$ cat src/hw/rtl/lsfe_pkg.sv
`default_nettype none

package lsfe_pkg;

   localparam int LED_COUNT_DEFAULT        = 64;
   localparam int FRONT_RESET_ROWS_DEFAULT = 4;
   localparam int BACK_RESET_ROWS_DEFAULT  = 4;

   localparam int BYTES_PER_LED = 12;

   localparam logic [7:0] BLACK_BYTE = 8'h88;
   localparam logic [3:0] CODE_ONE_4  = 4'hE;
   localparam logic [3:0] CODE_ZERO_4 = 4'h8;
   localparam logic [2:0] CODE_ONE_3  = 3'h6;
   localparam logic [2:0] CODE_ZERO_3 = 3'h4;

   localparam logic [1:0] OP_WRITE_4 = 2'd0;
   localparam logic [1:0] OP_WRITE_3 = 2'd1;
   localparam logic [1:0] OP_EMIT    = 2'd2;

   typedef struct packed {
      logic [1:0] opcode;
      logic [5:0] led_index;
      logic [7:0] green;
      logic [7:0] red;
      logic [7:0] blue;
      logic [6:0] frame_row;
   } lsfe_req_type;

   typedef struct packed {
      logic [7:0] spi_byte;
      logic       last;
   } lsfe_rsp_type;

endpackage

`default_nettype wire

$ cat src/hw/rtl/lsfe_byte_enc.sv
`default_nettype none

module lsfe_byte_enc (
   input  wire logic [7:0] colour,
   input  wire logic       four_bit,
   input  wire logic [1:0] byte_sel,
   output logic      [7:0] code_byte
);
   import lsfe_pkg::*;

   logic [23:0] word3;
   logic [7:0]  byte3;
   logic [7:0]  byte4;
   logic        bit_hi;
   logic        bit_lo;

   always_comb begin
      for (int i = 0; i < 8; i++) begin
         word3[3*i +: 3] = colour[i] ? CODE_ONE_3 : CODE_ZERO_3;
      end
   end

   always_comb begin
      case (byte_sel)
         2'd0:    byte3 = word3[23:16];
         2'd1:    byte3 = word3[15:8];
         default: byte3 = word3[7:0];
      endcase
   end

   // 4-bit mode: byte j carries colour bits 7-2j and 6-2j
   assign bit_hi = colour[{~byte_sel, 1'b1}];
   assign bit_lo = colour[{~byte_sel, 1'b0}];
   assign byte4  = {bit_hi ? CODE_ONE_4 : CODE_ZERO_4, bit_lo ? CODE_ONE_4 : CODE_ZERO_4};

   assign code_byte = four_bit ? byte4 : byte3;

endmodule

`default_nettype wire

$ cat config.mk
export PLATFORM = sky130hd
export DESIGN_NAME = lsfe_byte_enc
export DESIGN_NICKNAME = d
export VERILOG_FILES = /design/src/hw/rtl/lsfe_pkg.sv /design/src/hw/rtl/lsfe_byte_enc.sv
export SDC_FILE = /design/constraint.sdc
export NUM_CORES = 1
export LEC_CHECK = 0
export ABC_AREA = 1
export BUFFER_PORTS_ARGS = -buffer_cell sky130_fd_sc_hd__buf_2
export CORE_AREA = 3 3 40 42
export DETAILED_ROUTE_END_ITERATION = 10
export DIE_AREA = 0 0 43 45
export PLACE_DENSITY = 0.41
export SETUP_SLACK_MARGIN = 0.3
export SLEW_MARGIN = 20
export SYNTH_ARGS = -nofsm -noshare
export SYNTH_HDL_FRONTEND = slang
export SYNTH_SLANG_ARGS = --single-unit
$ cat constraint.sdc
create_clock -name vclk -period 0.8
set_input_delay 0.04 -clock vclk [all_inputs]
set_output_delay 0.04 -clock vclk [all_outputs]
set_load 0.02 [all_outputs]
==> flow_results.xml, run 1 <==
<?xml version="1.0" encoding="UTF-8"?>
<metrics>
  <group name="cells_and_area">
    <metric name="post-route-cell-area" unit="um^2">512</metric>
    <metric name="fillCellCount" unit="">150</metric>
    <metric name="antenna_cells_inserted" unit="">0</metric>
    <metric name="utilization" unit="%">39.8</metric>
    <metric name="finalNetCount" unit="">81</metric>
    <metric name="layout.sequential_cells" unit="">0</metric>
    <metric name="ff_latch_area" unit="um^2">0</metric>
    <metric name="clock_tree_buffer_count_of_the_final_layout" unit="">0</metric>
    <metric name="area_used_by_multi_input_combinational_logic" unit="um^2">219</metric>
    <metric name="area_delta_synth_final" unit="%">174</metric>
    <metric name="share_of_layout_cells_above_drive_strength_1" unit="%">70.6</metric>
  </group>
  <group name="worst_setup_path">
    <metric name="worst_ep_arrival_time" unit="ps">660</metric>
    <metric name="worst_setup_path_end_kind" unit="">output pin</metric>
    <metric name="critical_path_peak_fanout" unit="">7</metric>
    <metric name="cp_data_required_time" unit="ps">760</metric>
    <metric name="startpoint_type_of_the_worst_setup_path" unit="">input port</metric>
    <metric name="worstSetupPathType" unit="">input port to output pin</metric>
  </group>
  <group name="outcome">
    <metric name="status" unit="">finished, final reports clean</metric>
  </group>
  <group name="flow_run">
    <metric name="maxCapViolations" unit="">0</metric>
  </group>
  <group name="detailed_routing">
    <metric name="antenna_nets_post_route" unit="">0</metric>
    <metric name="dr_total_vias" unit="">349</metric>
    <metric name="drt-initial-drc-count" unit="">3</metric>
    <metric name="drt_pass1_iterations" unit="">4</metric>
    <metric name="drt_drc_violations_left" unit="">0</metric>
    <metric name="detail_route.wirelength" unit="um">746</metric>
    <metric name="routedWlPerCell" unit="um">8.99</metric>
    <metric name="post_drt_via_cell_ratio" unit="">4.20</metric>
  </group>
  <group name="place">
    <metric name="port_buffers" unit="">19</metric>
    <metric name="detailedPlacementHpwl" unit="um">599</metric>
    <metric name="gpl.final_weighted_congestion" unit="">0.728</metric>
    <metric name="placement.cell_area" unit="um^2">340</metric>
  </group>
  <group name="synthesis">
    <metric name="synth_largest_area_cell" unit="">sky130_fd_sc_hd__nand2_1</metric>
    <metric name="yosys.cell_count.top_type" unit="">sky130_fd_sc_hd__nand2_1</metric>
    <metric name="synthDominantCellAreaShare" unit="%">40.3</metric>
    <metric name="ys_warn_count" unit="">0</metric>
    <metric name="average_cell_area_after_synthesis" unit="um^2">4.14</metric>
    <metric name="synthCells" unit="">45</metric>
    <metric name="syn_nets" unit="">56</metric>
    <metric name="synthesis.area" unit="um^2">186</metric>
    <metric name="share_of_the_yosys_chip_area_belonging_to_registers" unit="%">0</metric>
    <metric name="number_of_unique_standard_cell_types_used_by_synthesis" unit="">9</metric>
    <metric name="synthTopCellsByArea" unit="">sky130_fd_sc_hd__nand2_1 (40%), sky130_fd_sc_hd__inv_1 (20%), sky130_fd_sc_hd__nand3_1 (11%), sky130_fd_sc_hd__o21ai_0 (8.1%), sky130_fd_sc_hd__nor2_1 (8.1%)</metric>
    <metric name="synth_commonest_cells" unit="">sky130_fd_sc_hd__nand2_1 (20), sky130_fd_sc_hd__inv_1 (10), sky130_fd_sc_hd__nand3_1 (4), sky130_fd_sc_hd__nor2_1 (4), sky130_fd_sc_hd__o21ai_0 (3)</metric>
  </group>
  <group name="power">
    <metric name="p_leak" unit="nW">0.283</metric>
    <metric name="power_density" unit="mW/mm^2">656</metric>
    <metric name="ir_drop" unit="uV">212</metric>
  </group>
  <group name="clocking">
    <metric name="post_cts_buffers" unit="">0</metric>
    <metric name="holdBufCountCts" unit="">0</metric>
  </group>
  <group name="timing">
    <metric name="finalMaxSlewViolations" unit="">0</metric>
    <metric name="worst_slew_pin_slew" unit="ps">146</metric>
    <metric name="layout_worst_path_cycle_share" unit="%">88.0</metric>
    <metric name="max_slew_margin" unit="%">90.2</metric>
    <metric name="total_setup_violations_reported_at_the_end_of_the_flow" unit="">0</metric>
    <metric name="grt_setup_unrepaired" unit="">yes</metric>
    <metric name="maxClockFrequency" unit="MHz">1420</metric>
    <metric name="hold_violations" unit="">0</metric>
    <metric name="finalWorstPathRequiredPeriod" unit="ps">704</metric>
  </group>
  <group name="global_route">
    <metric name="antenna_found_initial" unit="">0</metric>
    <metric name="first_global_vias" unit="">328</metric>
    <metric name="wire_length_of_the_first_global_routing_pass" unit="mm">1.30</metric>
    <metric name="grt_overflow_total" unit="">0</metric>
    <metric name="maximum_number_of_pins_on_one_net_before_global_route_repair" unit="">8</metric>
    <metric name="track_usage" unit="%">8.21</metric>
  </group>
  <group name="hold_path">
    <metric name="hold_class" unit="">input port to output pin</metric>
  </group>
  <group name="floorplan">
    <metric name="initial_utilization" unit="%">14.5</metric>
    <metric name="die_x" unit="um">43</metric>
    <metric name="floorplan.rows" unit="">13</metric>
    <metric name="die_area" unit="mm^2">0.00194</metric>
    <metric name="dieHeight" unit="um">45</metric>
    <metric name="io_pins" unit="">19</metric>
    <metric name="placeableCoreArea" unit="mm^2">0.00128</metric>
  </group>
</metrics>
layout by cell type, fill, tap and decap left out, drive strengths merged:
master and instances:
o21ai 3, a21oi 1, nand3 4, inv 10, buf 23, clkinv 1, o21bai 1, o21a 1
nor2 4, nand2 20
layout make-up:
class / count / share of cell area (%)
repair buffers: 23 / 42.5
multi-input cells: 34 / 42.8
inverters: 11 / 11.0
well taps: 15 / 3.67
where the power goes:
group | internal [mW] | switching, mW | total (mW)
sequential | 0 | 0 | 0
clock | 0 | 0 | 0
combinational | 0.166 | 0.169 | 0.336
metrics by stage:
stage | instances | setup slack, ps | hold slack (ps) | setup TNS, ps | power (mW)
final | 83 | 95.9 | 374 | 0 | 0.336
after global routing | 83 | 36.3 | 382 | 0 | 0.366
after CTS | 83 | 118 | 371 | 0 | 0.321
after detailed placement | 83 | -23.1 | 415 | -48.3 | 0.219
after global placement | 83 | -41.3 | 411 | -111 | 0.221
after floorplan | 45 | 290 | 128 | 0 | 0.121
cell families after synthesis:
logic type	count (synthesis)	share of synthesized area, %
and+or+nand+nor	28	59.1
buffers and inverters	11	22.1
AOI/OAI and AO/OA	6	18.8
repair_timing:
item,in CTS,in global routing
gates resized for setup,48,10
pin swaps,6,5
setup endpoints to repair,8,8
critical path, stage by stage:
cell	delay (ps)
sky130_fd_sc_hd__buf_12	110
sky130_fd_sc_hd__clkinv_8	60
sky130_fd_sc_hd__nand2_2	70
sky130_fd_sc_hd__nand3_2	60
sky130_fd_sc_hd__nand2_2	70
sky130_fd_sc_hd__nand2_2	60
sky130_fd_sc_hd__nand2_2	70
sky130_fd_sc_hd__buf_6	110
path summary, 6_finish.rpt:
kind | startpoint | endpoint | cells after the start
worst min-delay path | four_bit | code_byte[4] | 3
worst max-delay path | byte_sel[0] | code_byte[1] | 8
routing by layer:
metal,up-vias,wire length [um],track usage [%]
met5,-,0,0
met4,0,0,0
met3,0,49,0.398
met2,11,420,15.6
met1,157,276,11.0
li1,181,-,-
Note: power is estimated with default switching activity, not from simulation.
==> run 2: changes to the inputs <==
--- a/config.mk
+++ b/config.mk
@@ -10,7 +10,7 @@
 export CORE_AREA = 3 3 40 42
 export DETAILED_ROUTE_END_ITERATION = 10
 export DIE_AREA = 0 0 43 45
-export PLACE_DENSITY = 0.41
+export PLACE_DENSITY_LB_ADDON = 0.25
 export SETUP_SLACK_MARGIN = 0.3
 export SLEW_MARGIN = 20
 export SYNTH_ARGS = -nofsm -noshare
==> run 2 against run 1 <==
Net effect:
- sequential share of layout area is the same
- non-clock buffer count grew 3
- die area is the same
- wire length grew 8.3%
- critical path type unchanged
==> flow_results.xml, run 2 (synthesis results as in run 1) <==
<?xml version="1.0" encoding="UTF-8"?>
<metrics>
  <group name="timing">
    <metric name="max_slew_margin" unit="%">89.5</metric>
    <metric name="grt_setup_unrepaired" unit="">yes</metric>
    <metric name="finalMaxSlewViolations" unit="">0</metric>
    <metric name="maxClockFrequency" unit="MHz">1450</metric>
    <metric name="finalWorstPathRequiredPeriod" unit="ps">690</metric>
    <metric name="hold_violations" unit="">0</metric>
    <metric name="layout_worst_path_cycle_share" unit="%">86.3</metric>
    <metric name="worst_slew_pin_slew" unit="ps">157</metric>
    <metric name="final.setup.worst_slack" unit="ps">110</metric>
    <metric name="total_setup_violations_reported_at_the_end_of_the_flow" unit="">0</metric>
  </group>
  <group name="worst_setup_path">
    <metric name="cp_data_required_time" unit="ps">760</metric>
    <metric name="worst_setup_path_end_kind" unit="">output pin</metric>
    <metric name="critical_path_peak_fanout" unit="">7</metric>
    <metric name="startpoint_type_of_the_worst_setup_path" unit="">input port</metric>
    <metric name="worst_ep_arrival_time" unit="ps">650</metric>
    <metric name="worstSetupPathType" unit="">input port to output pin</metric>
  </group>
  <group name="cells_and_area">
    <metric name="utilization" unit="%">40.1</metric>
    <metric name="share_of_layout_cells_above_drive_strength_1" unit="%">66.2</metric>
    <metric name="final_common_cell" unit="">sky130_fd_sc_hd__nand2_1</metric>
    <metric name="finalNetCount" unit="">84</metric>
    <metric name="ff_latch_area" unit="um^2">0</metric>
    <metric name="antenna_cells_inserted" unit="">0</metric>
    <metric name="clock_tree_buffer_count_of_the_final_layout" unit="">0</metric>
    <metric name="area_delta_synth_final" unit="%">177</metric>
    <metric name="mostFrequentLayoutCells" unit="">sky130_fd_sc_hd__nand2_1 (12), sky130_fd_sc_hd__buf_2 (9), sky130_fd_sc_hd__buf_4 (8)</metric>
    <metric name="fillCellCount" unit="">141</metric>
    <metric name="layout.sequential_cells" unit="">0</metric>
  </group>
  <group name="global_route">
    <metric name="maximum_number_of_pins_on_one_net_before_global_route_repair" unit="">8</metric>
    <metric name="wire_length_of_the_first_global_routing_pass" unit="mm">1.30</metric>
    <metric name="first_global_vias" unit="">328</metric>
    <metric name="grt_overflow_total" unit="">0</metric>
    <metric name="track_usage" unit="%">8.04</metric>
    <metric name="antenna_found_initial" unit="">0</metric>
  </group>
  <group name="floorplan">
    <metric name="floorplan.rows" unit="">13</metric>
    <metric name="io_pins" unit="">19</metric>
    <metric name="dieHeight" unit="um">45</metric>
    <metric name="die_x" unit="um">43</metric>
    <metric name="initial_utilization" unit="%">14.5</metric>
    <metric name="placeableCoreArea" unit="mm^2">0.00128</metric>
    <metric name="die_area" unit="mm^2">0.00194</metric>
  </group>
  <group name="detailed_routing">
    <metric name="post_drt_via_cell_ratio" unit="">4.02</metric>
    <metric name="antenna_nets_post_route" unit="">0</metric>
    <metric name="dr_total_vias" unit="">346</metric>
    <metric name="drt-initial-drc-count" unit="">2</metric>
    <metric name="routedWlPerCell" unit="um">9.40</metric>
    <metric name="drt_drc_violations_left" unit="">0</metric>
    <metric name="detail_route.wirelength" unit="um">808</metric>
    <metric name="drt_pass1_iterations" unit="">3</metric>
  </group>
  <group name="power">
    <metric name="p_leak" unit="nW">0.291</metric>
    <metric name="ir_drop" unit="uV">219</metric>
    <metric name="power_density" unit="mW/mm^2">655</metric>
    <metric name="post-layout-total-power" unit="uW">338</metric>
  </group>
  <group name="flow_run">
    <metric name="maxCapViolations" unit="">0</metric>
  </group>
  <group name="hold_path">
    <metric name="hold_class" unit="">input port to output pin</metric>
  </group>
  <group name="place">
    <metric name="gpl.final_weighted_congestion" unit="">0.814</metric>
    <metric name="dpl_worst_slack" unit="ps">-27.6</metric>
    <metric name="detailedPlacementHpwl" unit="um">562</metric>
    <metric name="port_buffers" unit="">19</metric>
  </group>
  <group name="outcome">
    <metric name="status" unit="">finished, final reports clean</metric>
  </group>
</metrics>
==> run 2: layer usage <==
layer  wire length, um  track usage [%]  share of wire, %  up-vias
met4                 0                0                 0        0
met3                48            0.797               5.9        0
li1                  -                -                 -      188
met2               395             13.2                49       14
met1               364             12.1                45      144
met5                 0                0                 0        -
==> run 2: where the power goes <==
part	switching (mW)	total [mW]	internal, mW
Sequential	0	0	0
Clock	0	0	0
Combinational	0.169	0.338	0.169
==> run 2: repair_timing <==
item                                    4_1_cts  5_1_grt
setup buffers                                 0        2
endpoints found under the setup margin        8        8
pin swaps                                     5        7
resized for setup                            36       13
hold buffers                                  0        0
gates cloned                                  0        0
==> run 2: path summary, 6_finish.rpt <==
kind,start,end,slack [ps],cells past startpoint
max,byte_sel[0],code_byte[6],110,8
min,colour[5],code_byte[0],400,3
==> run 2: layout make-up <==
class                      count  area (um^2)  share of cell area [%]
multi-input combinational     34          216                    42.0
timing repair buffer          26          224                    43.4
tap                           15         18.8                    3.64
inverter                      11         56.3                    10.9
==> run 2: stage by stage <==
stage | TNS [ps] | cells | hold WS, ps | area, um^2
3_3_place_gp | -70.7 | 84 | 412 | 348
3_5_place_dp | -50.7 | 84 | 412 | 348
5_1_grt | 0 | 86 | 423 | 515
4_1_cts | 0 | 84 | 398 | 457
6_report | 0 | 86 | 400 | 515
2_1_floorplan | 0 | 45 | 128 | 196
==> run 2: worst max-delay path, stage by stage <==
cell,delay (ps)
sky130_fd_sc_hd__buf_12,110
sky130_fd_sc_hd__clkinv_8,60
sky130_fd_sc_hd__nand2_4,50
sky130_fd_sc_hd__nand3_2,70
sky130_fd_sc_hd__nand2_1,60
sky130_fd_sc_hd__nand2_1,60
sky130_fd_sc_hd__nand2_1,90
sky130_fd_sc_hd__buf_6,120
==> run 3: changes to the inputs <==
--- a/config.mk
+++ b/config.mk
@@ -10,7 +10,9 @@
 export CORE_AREA = 3 3 40 42
 export DETAILED_ROUTE_END_ITERATION = 10
 export DIE_AREA = 0 0 43 45
+export MAX_ROUTING_LAYER = met4
 export PLACE_DENSITY_LB_ADDON = 0.25
+export REMOVE_ABC_BUFFERS = 1
 export SETUP_SLACK_MARGIN = 0.3
 export SLEW_MARGIN = 20
 export SYNTH_ARGS = -nofsm -noshare
==> run 3 against run 2 <==
Net effect:
- via count is 9.2% lower
- worst hold slack better by 8.7 ps
- fmax is 0.93% lower
==> flow_results.xml, run 3 (synthesis results as in run 1) <==
<?xml version="1.0" encoding="UTF-8"?>
<metrics>
  <group name="timing">
    <metric name="hold_violations" unit="">0</metric>
    <metric name="grt_setup_unrepaired" unit="">yes</metric>
    <metric name="max_slew_margin" unit="%">91.5</metric>
    <metric name="totalNegativeSetupSlack" unit="ps">0</metric>
    <metric name="worst_slew_pin_slew" unit="ps">126</metric>
    <metric name="finalWorstPathRequiredPeriod" unit="ps">697</metric>
    <metric name="finalMaxSlewViolations" unit="">0</metric>
    <metric name="total_setup_violations_reported_at_the_end_of_the_flow" unit="">0</metric>
    <metric name="maxClockFrequency" unit="MHz">1440</metric>
    <metric name="layout_worst_path_cycle_share" unit="%">87.1</metric>
  </group>
  <group name="detailed_routing">
    <metric name="drt_drc_violations_left" unit="">0</metric>
    <metric name="dr_total_vias" unit="">314</metric>
    <metric name="detail_route.wirelength" unit="um">691</metric>
    <metric name="drt_pass1_iterations" unit="">4</metric>
    <metric name="routedWlPerCell" unit="um">8.53</metric>
    <metric name="drt-initial-drc-count" unit="">4</metric>
    <metric name="antenna_nets_post_route" unit="">0</metric>
    <metric name="post_drt_via_cell_ratio" unit="">3.88</metric>
  </group>
  <group name="power">
    <metric name="power_density" unit="mW/mm^2">662</metric>
    <metric name="ir_drop" unit="uV">173</metric>
    <metric name="seq_power_share" unit="%">0</metric>
    <metric name="swShare" unit="%">51.9</metric>
    <metric name="post-layout-total-power" unit="uW">291</metric>
    <metric name="p_leak" unit="nW">0.257</metric>
    <metric name="netSwitchingPower" unit="uW">151</metric>
    <metric name="share_clk_of_total_power" unit="%">0</metric>
    <metric name="power.share.combinational" unit="%">100.0</metric>
    <metric name="p_int" unit="uW">140</metric>
  </group>
  <group name="hold_path">
    <metric name="hold_depth" unit="">4</metric>
    <metric name="hold_class" unit="">input port to output pin</metric>
  </group>
  <group name="cells_and_area">
    <metric name="share_of_layout_cells_above_drive_strength_1" unit="%">56.1</metric>
    <metric name="final_common_cell" unit="">sky130_fd_sc_hd__nand2_1</metric>
    <metric name="finalNetCount" unit="">79</metric>
    <metric name="layout.sequential_cells" unit="">0</metric>
    <metric name="utilization" unit="%">34.2</metric>
    <metric name="ff_latch_area" unit="um^2">0</metric>
    <metric name="mostFrequentLayoutCells" unit="">sky130_fd_sc_hd__nand2_1 (16), sky130_fd_sc_hd__buf_2 (11), sky130_fd_sc_hd__buf_6 (7)</metric>
    <metric name="antenna_cells_inserted" unit="">0</metric>
    <metric name="clock_tree_buffer_count_of_the_final_layout" unit="">0</metric>
    <metric name="area_delta_synth_final" unit="%">136</metric>
    <metric name="final_cells" unit="">81</metric>
    <metric name="fillCellCount" unit="">148</metric>
    <metric name="post-route-cell-area" unit="um^2">439</metric>
  </group>
  <group name="global_route">
    <metric name="maximum_number_of_pins_on_one_net_before_global_route_repair" unit="">8</metric>
    <metric name="grt_overflow_total" unit="">0</metric>
    <metric name="antenna_found_initial" unit="">0</metric>
    <metric name="track_usage" unit="%">7.00</metric>
    <metric name="wire_length_of_the_first_global_routing_pass" unit="mm">1.08</metric>
    <metric name="first_global_vias" unit="">279</metric>
  </group>
  <group name="worst_setup_path">
    <metric name="worstSetupEndpoint" unit="">code_byte[6]</metric>
    <metric name="worst_path_largest_cell_delay" unit="ps">120</metric>
    <metric name="worst_setup_path_end_kind" unit="">output pin</metric>
    <metric name="worstSetupPathType" unit="">input port to output pin</metric>
    <metric name="startpoint_type_of_the_worst_setup_path" unit="">input port</metric>
    <metric name="critical_path_peak_fanout" unit="">7</metric>
    <metric name="critical_path.cell_chain" unit="">buf_12, clkinv_8, nand2_2, nand3_1, nand2_1, nand2_1, nand2_1, buf_6</metric>
    <metric name="critPathMostFrequentCell" unit="">sky130_fd_sc_hd__nand2_1</metric>
    <metric name="cp_data_required_time" unit="ps">760</metric>
    <metric name="worst_ep_arrival_time" unit="ps">660</metric>
    <metric name="slowest_stage" unit="">sky130_fd_sc_hd__buf_6</metric>
    <metric name="timing.critical_path.from" unit="">byte_sel[0]</metric>
  </group>
  <group name="place">
    <metric name="detailedPlacementHpwl" unit="um">559</metric>
    <metric name="port_buffers" unit="">19</metric>
    <metric name="placement.cell_area" unit="um^2">315</metric>
    <metric name="place_inst" unit="">81</metric>
    <metric name="gpl.final_weighted_congestion" unit="">0.715</metric>
  </group>
  <group name="floorplan">
    <metric name="die_area" unit="mm^2">0.00194</metric>
    <metric name="placeableCoreArea" unit="mm^2">0.00128</metric>
    <metric name="floorplan.rows" unit="">13</metric>
    <metric name="dieHeight" unit="um">45</metric>
    <metric name="io_pins" unit="">19</metric>
    <metric name="die_x" unit="um">43</metric>
    <metric name="initial_utilization" unit="%">14.5</metric>
  </group>
  <group name="clocking">
    <metric name="holdBufCountCts" unit="">0</metric>
    <metric name="post_cts_buffers" unit="">0</metric>
  </group>
  <group name="outcome">
    <metric name="status" unit="">finished, final reports clean</metric>
  </group>
  <group name="flow_run">
    <metric name="maxCapViolations" unit="">0</metric>
  </group>
</metrics>
-- run 3: through the flow --
stage / setup WS [ps] / hold WS, ps
2_1_floorplan: 166 / 160
3_3_place_gp: 2.75 / 410
3_5_place_dp: -30.0 / 413
4_1_cts: 115 / 413
5_1_grt: 50.2 / 442
6_report: 103 / 409
-- run 3: timing repair --
item | CTS | global route
endpoints found under the setup margin | 8 | 8
pin swaps | 8 | 5
resized for setup | 29 | 16
cloned | 0 | 0
-- run 3: how the worst min path moves through the flow --
stage                     startpoint            to  slack [ps]
after CTS                  colour[5]  code_byte[0]         410
after global placement     colour[5]  code_byte[0]         410
after global routing        four_bit  code_byte[7]         440
final                       four_bit  code_byte[7]         410
after floorplan             four_bit  code_byte[4]         160
after detailed placement   colour[5]  code_byte[0]         410
-- run 3: area by class of cell --
cell class / count / area, um^2 / area share, %
tap: 15 / 18.8 / 4.27
inverter: 11 / 58.8 / 13.4
multi-input combinational: 34 / 180 / 41.0
timing repair buffer: 21 / 181 / 41.3
-- run 3: per-layer routing --
metal  part of all wire [%]  routed length (um)  global-route usage [%]
met2                     57                 391                    13.5
met4                      0                   0                       0
met1                     37                 258                    8.33
met3                    5.9                  41                   0.797
met5                      0                   0                       -
-- run 3: critical path: cells and delay by family --
family                 cells  cell delay, ps
and+or+nand+nor            5             340
buffers and inverters      3             290
-- run 3: power groups by stage --
stage	clock network, mW	registers, mW	logic (mW)
floorplan	0	0	0.115
global placement	0	0	0.206
detailed placement	0	0	0.203
CTS	0	0	0.270
global route	0	0	0.318
finish	0	0	0.291
